File: src/rtl/msp_pkg.sv
// shared types and constants for the servo pwm core
// no dependencies
package msp_pkg;

   localparam int FUNC_W      = 2;
   localparam int CHAN_W      = 5;
   localparam int WIDTH_US_W  = 16;
   localparam int PINS_W      = 18;
   localparam int COUNT_W     = 32;
   localparam int PERIOD_W    = 24;
   localparam int RATE_W      = 8;
   localparam int CSR_INDEX_W = 1;
   localparam int CSR_DATA_W  = 24;
   localparam int PROD_W      = WIDTH_US_W + RATE_W;

   localparam logic [PERIOD_W-1:0] PERIOD_RESET = 24'd420000;
   localparam logic [RATE_W-1:0]   RATE_RESET   = 8'd42;

   typedef enum logic [FUNC_W-1:0] {
      FUNC_TICK      = 2'd0,
      FUNC_SET_WIDTH = 2'd1,
      FUNC_START     = 2'd2,
      FUNC_STOP      = 2'd3
   } func_type;

   typedef enum logic [CSR_INDEX_W-1:0] {
      CSR_PERIOD_TICKS = 1'd0,
      CSR_TICKS_PER_US = 1'd1
   } csr_index_type;

   typedef struct packed {
      logic tick;
      logic period_end;
      logic compare_en;
   } timer_status_type;

endpackage

File: src/rtl/msp_if.sv
// request and response channel interfaces for the servo pwm core
// depends on msp_pkg
interface msp_req_if
   import msp_pkg::*;
();
   logic                  valid;
   logic                  ready;
   logic [FUNC_W-1:0]     func;
   logic [CHAN_W-1:0]     channel;
   logic [WIDTH_US_W-1:0] width_us;

   modport source (output valid, output func, output channel, output width_us, input ready);
   modport sink   (input valid, input func, input channel, input width_us, output ready);
endinterface

interface msp_rsp_if
   import msp_pkg::*;
();
   logic               valid;
   logic               ready;
   logic [PINS_W-1:0]  pins;
   logic [COUNT_W-1:0] period_count;
   logic               period_start;

   modport source (output valid, output pins, output period_count, output period_start,
                   input ready);
   modport sink   (input valid, input pins, input period_count, input period_start,
                   output ready);
endinterface

File: src/rtl/msp_timer.sv
// shared period timer, period counter and run/enable control
// depends on msp_pkg
module msp_timer
   import msp_pkg::*;
#(
   parameter int TICK_BITS = 24
) (
   input  logic                  clock,
   input  logic                  reset,
   input  logic                  go,
   input  func_type              func,
   input  logic [PERIOD_W-1:0]   period_ticks,
   output timer_status_type      status,
   output logic [TICK_BITS-1:0]  elapsed,
   output logic [COUNT_W-1:0]    periods
);

   localparam int CMP_W = (TICK_BITS >= PERIOD_W) ? TICK_BITS + 1 : PERIOD_W;

   logic [TICK_BITS-1:0] tick_ff, tick_in;
   logic [COUNT_W-1:0]   periods_ff, periods_in;
   logic                 running_ff, running_in;
   logic                 enabled_ff, enabled_in;
   logic [TICK_BITS:0]   tick_inc;
   logic                 is_tick;
   logic                 wrap;
   logic                 period_end;

   assign tick_inc   = {1'b0, tick_ff} + {{TICK_BITS{1'b0}}, 1'b1};
   assign is_tick    = go && (func == FUNC_TICK) && running_ff;
   assign wrap       = (CMP_W'(tick_inc) >= CMP_W'(period_ticks)) || tick_inc[TICK_BITS];
   assign period_end = is_tick && wrap;

   always_comb begin
      tick_in    = tick_ff;
      periods_in = periods_ff;
      running_in = running_ff;
      enabled_in = enabled_ff;
      if (go) begin
         unique case (func)
            FUNC_TICK: begin
               if (running_ff) begin
                  tick_in = wrap ? '0 : tick_inc[TICK_BITS-1:0];
                  if (wrap) begin
                     periods_in = periods_ff + 32'd1;
                     enabled_in = 1'b1;
                  end
               end
            end
            FUNC_SET_WIDTH: begin
            end
            FUNC_START: begin
               running_in = 1'b1;
               tick_in    = '0;
               periods_in = '0;
            end
            FUNC_STOP: begin
               running_in = 1'b0;
               enabled_in = 1'b0;
            end
            default: begin
            end
         endcase
      end
   end

   always_ff @(posedge clock) begin
      if (reset) begin
         tick_ff    <= '0;
         periods_ff <= '0;
         running_ff <= 1'b0;
         enabled_ff <= 1'b0;
      end else begin
         tick_ff    <= tick_in;
         periods_ff <= periods_in;
         running_ff <= running_in;
         enabled_ff <= enabled_in;
      end
   end

   assign status.tick       = is_tick;
   assign status.period_end = period_end;
   assign status.compare_en = enabled_ff || period_end;
   assign elapsed           = tick_in;
   assign periods           = periods_in;

endmodule

File: src/rtl/msp_bank.sv
// channel bank: width conversion, shadow and active compares, pin levels
// depends on msp_pkg
module msp_bank
   import msp_pkg::*;
#(
   parameter int CHANNELS  = 18,
   parameter int TICK_BITS = 24
) (
   input  logic                  clock,
   input  logic                  reset,
   input  logic                  set_width,
   input  logic [CHAN_W-1:0]     channel,
   input  logic [WIDTH_US_W-1:0] width_us,
   input  logic [RATE_W-1:0]     ticks_per_us,
   input  timer_status_type      status,
   input  logic [TICK_BITS-1:0]  elapsed,
   output logic [PINS_W-1:0]     pins
);

   localparam int SAT_W = (TICK_BITS > PROD_W) ? TICK_BITS + 1 : PROD_W + 1;
   localparam logic [SAT_W-1:0] TICK_MAX = SAT_W'((65'd1 << TICK_BITS) - 65'd1);

   logic [TICK_BITS-1:0] shadow_ff [CHANNELS];
   logic [TICK_BITS-1:0] active_ff [CHANNELS];
   logic [CHANNELS-1:0]  pins_ff, pins_in;
   logic [PROD_W-1:0]    product;
   logic [SAT_W-1:0]     wide;
   logic [SAT_W-1:0]     sat;
   logic [TICK_BITS-1:0] ticks;
   logic [CHANNELS-1:0]  hit;

   assign product = PROD_W'(width_us) * PROD_W'(ticks_per_us);
   assign wide    = SAT_W'(product);
   assign sat     = (wide > TICK_MAX) ? TICK_MAX : wide;
   assign ticks   = sat[TICK_BITS-1:0];

   for (genvar i = 0; i < CHANNELS; i++) begin : g_chan
      logic [TICK_BITS-1:0] cmp_width;
      assign cmp_width = status.period_end ? shadow_ff[i] : active_ff[i];
      assign hit[i]    = status.compare_en && (cmp_width == elapsed);

      always_ff @(posedge clock) begin
         if (reset) begin
            shadow_ff[i] <= '0;
            active_ff[i] <= '0;
         end else begin
            if (set_width && (7'(channel) == 7'(i)))
               shadow_ff[i] <= ticks;
            if (status.period_end)
               active_ff[i] <= shadow_ff[i];
         end
      end
   end

   always_comb begin
      pins_in = pins_ff;
      if (status.tick) begin
         if (status.period_end)
            pins_in = '1;
         pins_in = pins_in & ~hit;
      end
   end

   always_ff @(posedge clock) begin
      if (reset)
         pins_ff <= '1;
      else
         pins_ff <= pins_in;
   end

   for (genvar p = 0; p < PINS_W; p++) begin : g_pin
      if (p < CHANNELS) begin : g_used
         assign pins[p] = pins_in[p];
      end else begin : g_unused
         assign pins[p] = 1'b0;
      end
   end

endmodule

File: src/rtl/multichannel_servo_pwm_core.sv
// top level of the multichannel servo pwm core
// depends on msp_pkg, msp_if, msp_timer and msp_bank
//
//   channel | direction | contents
//   req     | in        | func, channel, width_us
//   rsp     | out       | pins, period_count, period_start
//   csr     | in        | period_ticks, ticks_per_us (write only)
//
// one word per cycle while the response is not stalled; a request passes through
// the input register, then channel compares and timer update into the response register
// synchronous reset; pins come up high
// a stalled response holds the input register; req ready is high when the input register is empty or rsp can advance
module multichannel_servo_pwm_core
   import msp_pkg::*;
#(
   parameter int CHANNELS  = 18,
   parameter int TICK_BITS = 24
) (
   input  logic                   clock,
   input  logic                   reset,
   msp_req_if.sink                req_chan,
   msp_rsp_if.source              rsp_chan,
   input  logic                   csr_wr_en,
   input  logic [CSR_INDEX_W-1:0] csr_index,
   input  logic [CSR_DATA_W-1:0]  csr_wdata
);

   logic [PERIOD_W-1:0]   period_ff;
   logic [RATE_W-1:0]     rate_ff;

   logic                  in_valid_ff, in_valid_in;
   logic [FUNC_W-1:0]     func_ff;
   logic [CHAN_W-1:0]     channel_ff;
   logic [WIDTH_US_W-1:0] width_us_ff;

   logic                  rsp_valid_ff, rsp_valid_in;
   logic [PINS_W-1:0]     rsp_pins_ff;
   logic [COUNT_W-1:0]    rsp_count_ff;
   logic                  rsp_start_ff;

   logic                  out_adv;
   logic                  go;
   logic                  req_take;
   func_type              func;
   timer_status_type      status;
   logic [TICK_BITS-1:0]  elapsed;
   logic [COUNT_W-1:0]    periods;
   logic [PINS_W-1:0]     pins;

   always_ff @(posedge clock) begin
      if (reset) begin
         period_ff <= PERIOD_RESET;
         rate_ff   <= RATE_RESET;
      end else if (csr_wr_en) begin
         unique case (csr_index_type'(csr_index))
            CSR_PERIOD_TICKS: period_ff <= csr_wdata[PERIOD_W-1:0];
            CSR_TICKS_PER_US: rate_ff   <= csr_wdata[RATE_W-1:0];
            default: begin
            end
         endcase
      end
   end

   assign out_adv        = !rsp_valid_ff || rsp_chan.ready;
   assign req_chan.ready = !in_valid_ff || out_adv;
   assign req_take       = req_chan.valid && req_chan.ready;
   assign go             = in_valid_ff && out_adv;
   assign func           = func_type'(func_ff);

   always_comb begin
      in_valid_in = in_valid_ff;
      if (req_take)
         in_valid_in = 1'b1;
      else if (out_adv)
         in_valid_in = 1'b0;
      rsp_valid_in = out_adv ? in_valid_ff : rsp_valid_ff;
   end

   always_ff @(posedge clock) begin
      if (reset) begin
         in_valid_ff  <= 1'b0;
         rsp_valid_ff <= 1'b0;
      end else begin
         in_valid_ff  <= in_valid_in;
         rsp_valid_ff <= rsp_valid_in;
      end
   end

   always_ff @(posedge clock) begin
      if (req_take) begin
         func_ff     <= req_chan.func;
         channel_ff  <= req_chan.channel;
         width_us_ff <= req_chan.width_us;
      end
      if (go) begin
         rsp_pins_ff  <= pins;
         rsp_count_ff <= periods;
         rsp_start_ff <= status.period_end;
      end
   end

   msp_timer #(
      .TICK_BITS (TICK_BITS)
   ) u_timer (
      .clock        (clock),
      .reset        (reset),
      .go           (go),
      .func         (func),
      .period_ticks (period_ff),
      .status       (status),
      .elapsed      (elapsed),
      .periods      (periods)
   );

   msp_bank #(
      .CHANNELS  (CHANNELS),
      .TICK_BITS (TICK_BITS)
   ) u_bank (
      .clock        (clock),
      .reset        (reset),
      .set_width    (go && (func == FUNC_SET_WIDTH)),
      .channel      (channel_ff),
      .width_us     (width_us_ff),
      .ticks_per_us (rate_ff),
      .status       (status),
      .elapsed      (elapsed),
      .pins         (pins)
   );

   assign rsp_chan.valid        = rsp_valid_ff;
   assign rsp_chan.pins         = rsp_pins_ff;
   assign rsp_chan.period_count = rsp_count_ff;
   assign rsp_chan.period_start = rsp_start_ff;

endmodule

File: src/flat_wrapper.sv
// flat-port wrapper written by rule: the top's interface ports become plain ports
module multichannel_servo_pwm_core_flat import msp_pkg::*;
#(
   parameter int CHANNELS  = 18,
   parameter int TICK_BITS = 24
)
  (clock, reset, csr_wr_en, csr_index, csr_wdata, req_chan_valid, req_chan_func, req_chan_channel, req_chan_width_us, req_chan_ready, rsp_chan_valid, rsp_chan_pins, rsp_chan_period_count, rsp_chan_period_start, rsp_chan_ready);
  msp_req_if req_chan_i ();
  msp_rsp_if rsp_chan_i ();
  input  logic clock;
  input  logic reset;
  input  logic csr_wr_en;
  input  logic [CSR_INDEX_W-1:0] csr_index;
  input  logic [CSR_DATA_W-1:0] csr_wdata;
  input wire logic [$bits(req_chan_i.valid)-1:0] req_chan_valid;
  input wire logic [$bits(req_chan_i.func)-1:0] req_chan_func;
  input wire logic [$bits(req_chan_i.channel)-1:0] req_chan_channel;
  input wire logic [$bits(req_chan_i.width_us)-1:0] req_chan_width_us;
  output wire logic [$bits(req_chan_i.ready)-1:0] req_chan_ready;
  output wire logic [$bits(rsp_chan_i.valid)-1:0] rsp_chan_valid;
  output wire logic [$bits(rsp_chan_i.pins)-1:0] rsp_chan_pins;
  output wire logic [$bits(rsp_chan_i.period_count)-1:0] rsp_chan_period_count;
  output wire logic [$bits(rsp_chan_i.period_start)-1:0] rsp_chan_period_start;
  input wire logic [$bits(rsp_chan_i.ready)-1:0] rsp_chan_ready;
  assign req_chan_i.valid = req_chan_valid;
  assign req_chan_i.func = req_chan_func;
  assign req_chan_i.channel = req_chan_channel;
  assign req_chan_i.width_us = req_chan_width_us;
  assign req_chan_ready = req_chan_i.ready;
  assign rsp_chan_valid = rsp_chan_i.valid;
  assign rsp_chan_pins = rsp_chan_i.pins;
  assign rsp_chan_period_count = rsp_chan_i.period_count;
  assign rsp_chan_period_start = rsp_chan_i.period_start;
  assign rsp_chan_i.ready = rsp_chan_ready;
  multichannel_servo_pwm_core #(.CHANNELS(CHANNELS), .TICK_BITS(TICK_BITS)) u_core (.clock(clock), .reset(reset), .req_chan(req_chan_i), .rsp_chan(rsp_chan_i), .csr_wr_en(csr_wr_en), .csr_index(csr_index), .csr_wdata(csr_wdata));
endmodule
File: config.mk
export PLATFORM = sky130hd
export DESIGN_NAME = multichannel_servo_pwm_core_flat
export DESIGN_NICKNAME = d
export VERILOG_FILES = /design/src/rtl/msp_pkg.sv /design/src/rtl/msp_if.sv /design/src/rtl/msp_timer.sv /design/src/rtl/msp_bank.sv /design/src/rtl/multichannel_servo_pwm_core.sv /design/src/flat_wrapper.sv
export SDC_FILE = /design/constraint.sdc
export NUM_CORES = 2
export LEC_CHECK = 0
export ABC_AREA = 1
export BUFFER_PORTS_ARGS = -buffer_cell sky130_fd_sc_hd__buf_2
export CORE_ASPECT_RATIO = 1.25
export CORE_UTILIZATION = 50
export CTS_BUF_LIST = sky130_fd_sc_hd__clkbuf_4
export DETAILED_ROUTE_END_ITERATION = 10
export PLACE_DENSITY = 0.74
export SYNTH_ARGS = -nofsm -noshare
export SYNTH_HDL_FRONTEND = slang
export SYNTH_SLANG_ARGS = --single-unit
File: constraint.sdc
create_clock -name clock -period 18.3 [get_ports clock]
set_input_delay 1.83 -clock clock [delete_from_list [all_inputs] [get_ports clock]]
set_output_delay 1.83 -clock clock [all_outputs]
set_load 0.02 [all_outputs]
==> key figures <==
STA
  • Clock Skew: 0.101 ns
  • RSZ-0062 raised after global routing: false
  • Tmin final: 7.64 ns
  • Actual slew at the worst max-slew pin: 1.38 ns
  • Final worst slack: 10.66 ns
  • Max Clock Freq: 131 MHz
  • Slew margin rel.: 0.0773
  • Endpoints failing setup: 0
  • Tcrit/Tclk final: 0.418
  • Slew Viols, Final: 0
  • Fin Setup TNS: 0 ns
  • Fin. Hold Viols: 0

Synthesis
  • Post-synth EDFFs: 938
  • Synthesis-stage register bit count: 1048
  • Synth async-reset ratio: 0
  • YS warnings: 0
  • Cell taking the most area after synthesis: edfxtp_1
  • Count leader, synth: nand2_1
  • Syn Area/Cell: 8.08 µm²
  • Synth cell count leaders: nand2_1, nor2_1, edfxtp_1, inv_1, nand3_1
  • Synth top area share: 0.490
  • Top cells by area, synth: edfxtp_1, nand2_1, nor2_1, inv_1, nand3_1
  • Net Count, Synth: 7315
  • Sequential fraction of the synthesis area: 0.529
  • Syn Inst Count: 7104
  • Synth unique cells: 52
  • Mapped Area: 57400 µm²
  • Primary FF master, synth: edfxtp_1

Place
  • RD Place Congestion: 0.996
  • DP Worst Slack: 10.76 ns
  • Dpl hpwl: 128000 µm
  • # port buffers: 105

Clock network
  • Max Root-Sink Buffers: 4
  • CTS buffer count: 288
  • Num Clock Sinks: 1048
  • Clk_lat worst skew: 1.28 ns
  • H-tree Lvls: 5
  • Post-cts sizing count: 0
  • Postcts setup bufs: 0
  • Clk slew on worst S/H paths: 0.06 ns
  • CTS tree: built
  • Root Buffer: clkbuf_4
  • CTS hold repair buffers: 0

Drt
  • DRT Pass-1 Iters: 8
  • Avg WL per Cell: 23.3 µm
  • Drc violations: 0
  • ANT nets after route: 0
  • Vias per std cell: 5.71
  • Vias: 51.0k
  • Total Wirelength: 209000 µm
  • 1st-iter DRT viols: 7387

Floorplanning
  • Chip Width: 305 µm
  • Die ar.: 116000 µm²
  • Rows: 138
  • Die height: 381 µm
  • Initial Util: 0.506
  • Core area: 114000 µm²
  • Ports: 106

Setup path
  • Worst Setup SP: u_core.u_timer.tick_ff[0]$_SDFF_PP0_
  • WP data required: 19.31 ns
  • Crit Path Max Fanout: 80
  • CP arrival: 8.65 ns
  • Critical Path Slowest Stage Cell: nor2_1
  • CP Capture Type: flop
  • Startpoint Class: flop
  • CP most frequent cell: nand2_1
  • Worst reg2reg path startpoint: u_core.u_timer.tick_ff[0]$_SDFF_PP0_
  • Kind of critical path: reg -> reg
  • Slowest cell delay on critical path: 0.87 ns

Global routing
  • Initial antenna violation count: 11
  • Grt total ovfl: 0
  • Met2 Use GR: 0.551
  • Largest net degree at the start of global routing: 151
  • Met1 Usage GRT: 0.413
  • Tot GR Track Use: 0.356
  • Vias in the first global route: 48.6k
  • Global-route wire length before repair: 304000 µm
  • GR Layer Usage met3: 0.109
  • Gr busiest metal: met2

Power
  • Power Density: 108 nW/µm²
  • Worst IR drop on VDD: 0.000235 V
  • Leakage: 28.5 nW
  • Overall power: 6.82 mW

Flow run
  • Max-cap viol count: 0

Final layout
  • # nets final: 7480
  • Layout cell share with drive strength beyond 1: 0.106
  • Area Overhead vs Synth: 9.81%

Run status
  • Status: completed

Hold path
  • Worst Hold Launch: u_core.period_ff[16]$_SDFFE_PP0P_
  • Hold Path Class: reg -> reg
-- report_power, final --
| group | switching [mW] | internal (mW) | total [mW] |
|---|---|---|---|
| Sequential | 0.0368 | 2.68 | 2.71 |
| Combinational | 1.67 | 0.388 | 2.06 |
| Clock | 1.01 | 1.04 | 2.05 |
-- final timing paths --
path | endpoint | slack (ns) | cells after the start
worst max-delay path | u_core.rsp_chan.pins[15]$_DFFE_PP_ | 10.66 | 31
worst min-delay path | u_core.period_ff[16]$_SDFFE_PP0P_ | 0.46 | 2
worst max register to register | u_core.rsp_chan.pins[15]$_DFFE_PP_ | 10.66 | 31
worst min register to register | u_core.period_ff[16]$_SDFFE_PP0P_ | 0.46 | 2
-- cell usage in the layout, fill, tap and decap left out, types with 9 or more instances in the layout --
| master | n |
|---|---|
| o21ai_2 | 16 |
| buf_2 | 104 |
| dfxtp_1 | 110 |
| nor2_1 | 1216 |
| xnor2_1 | 22 |
| nor3_1 | 62 |
| o21ai_0 | 293 |
| o211ai_1 | 9 |
| nand2_2 | 22 |
| buf_4 | 124 |
| ha_1 | 74 |
| clkinv_1 | 51 |
| diode_2 | 15 |
| clkbuf_4 | 413 |
| fa_1 | 84 |
| edfxtp_1 | 938 |
| and2_1 | 11 |
| inv_2 | 15 |
| a21oi_1 | 87 |
| clkinv_2 | 9 |
| nand2_1 | 2337 |
| or2_2 | 21 |
| xor2_1 | 22 |
| nand3_1 | 451 |
| nand3_2 | 17 |
| o21ai_1 | 13 |
| nand4_1 | 38 |
| inv_1 | 802 |
-- registers in the layout, summed over array words and instances, names as in the netlist --
register	flops
u_core.u_timer.enabled_ff	1
u_core.width_us_ff	16
u_core.in_valid_ff	1
u_core.rsp_chan.valid	1
u_core.channel_ff	5
u_core.u_bank.active_ff	432
u_core.u_bank.shadow_ff	432
u_core.func	2
u_core.rate_ff	8
u_core.u_timer.tick_ff	24
u_core.rsp_chan.period_count	32
u_core.period_ff	24
u_core.rsp_chan.pins	18
u_core.u_timer.running_ff	1
u_core.u_bank.pins_ff	18
u_core.u_timer.periods_ff	32
u_core.rsp_chan.period_start	1
-- per-stage QoR --
| step | std cells | hold WS (ns) | utilization | area, µm² |
|---|---|---|---|---|
| after floorplan | 7104 | 0.435 | - | 57400 |
| after global placement | 8449 | 0.451 | 0.525 | 59700 |
| after detailed placement | 8449 | 0.463 | 0.525 | 59700 |
| after CTS | 8923 | 0.471 | 0.555 | 63000 |
| after global routing | 8931 | 0.484 | 0.555 | 63100 |
| final | 8938 | 0.464 | 0.555 | 63100 |
-- metal layers --
layer,up-vias,part of all wire
li1,23000,-
met5,-,0.00043
met3,861,0.14
met1,23600,0.33
met4,12,0.088
met2,3552,0.44
-- critical path: cells and delay by family, from the launching register on --
family	cells	cell delay [ns]
AND/OR/NAND/NOR	21	3.69
buffers and inverters	7	2.28
adder cells (fa/ha/maj)	2	0.68
flip-flops	1	0.50
XOR/XNOR	1	0.19
-- cell type report --
class	count	area, µm²
diodes	15	37.5
clock buffers	413	3100
clock inverters	61	267
fillers	10200	50500
inverters	818	3070
multi-input cells	4883	22900
flip-flops and latches	1048	30400
well taps	1470	1840
repair buffers	230	1490
-- cell families after synthesis --
kind of cell             Yosys count  share of synthesized area
AND/OR/NAND/NOR                 4207                      0.294
XOR/XNOR                          63                    0.00961
adder cells (fa/ha/maj)          158                     0.0454
flip-flops                      1048                      0.529
AO/OA/AOI/OAI                    455                     0.0423
buffers and inverters           1173                     0.0803
Power figures use the tool's default switching activity.
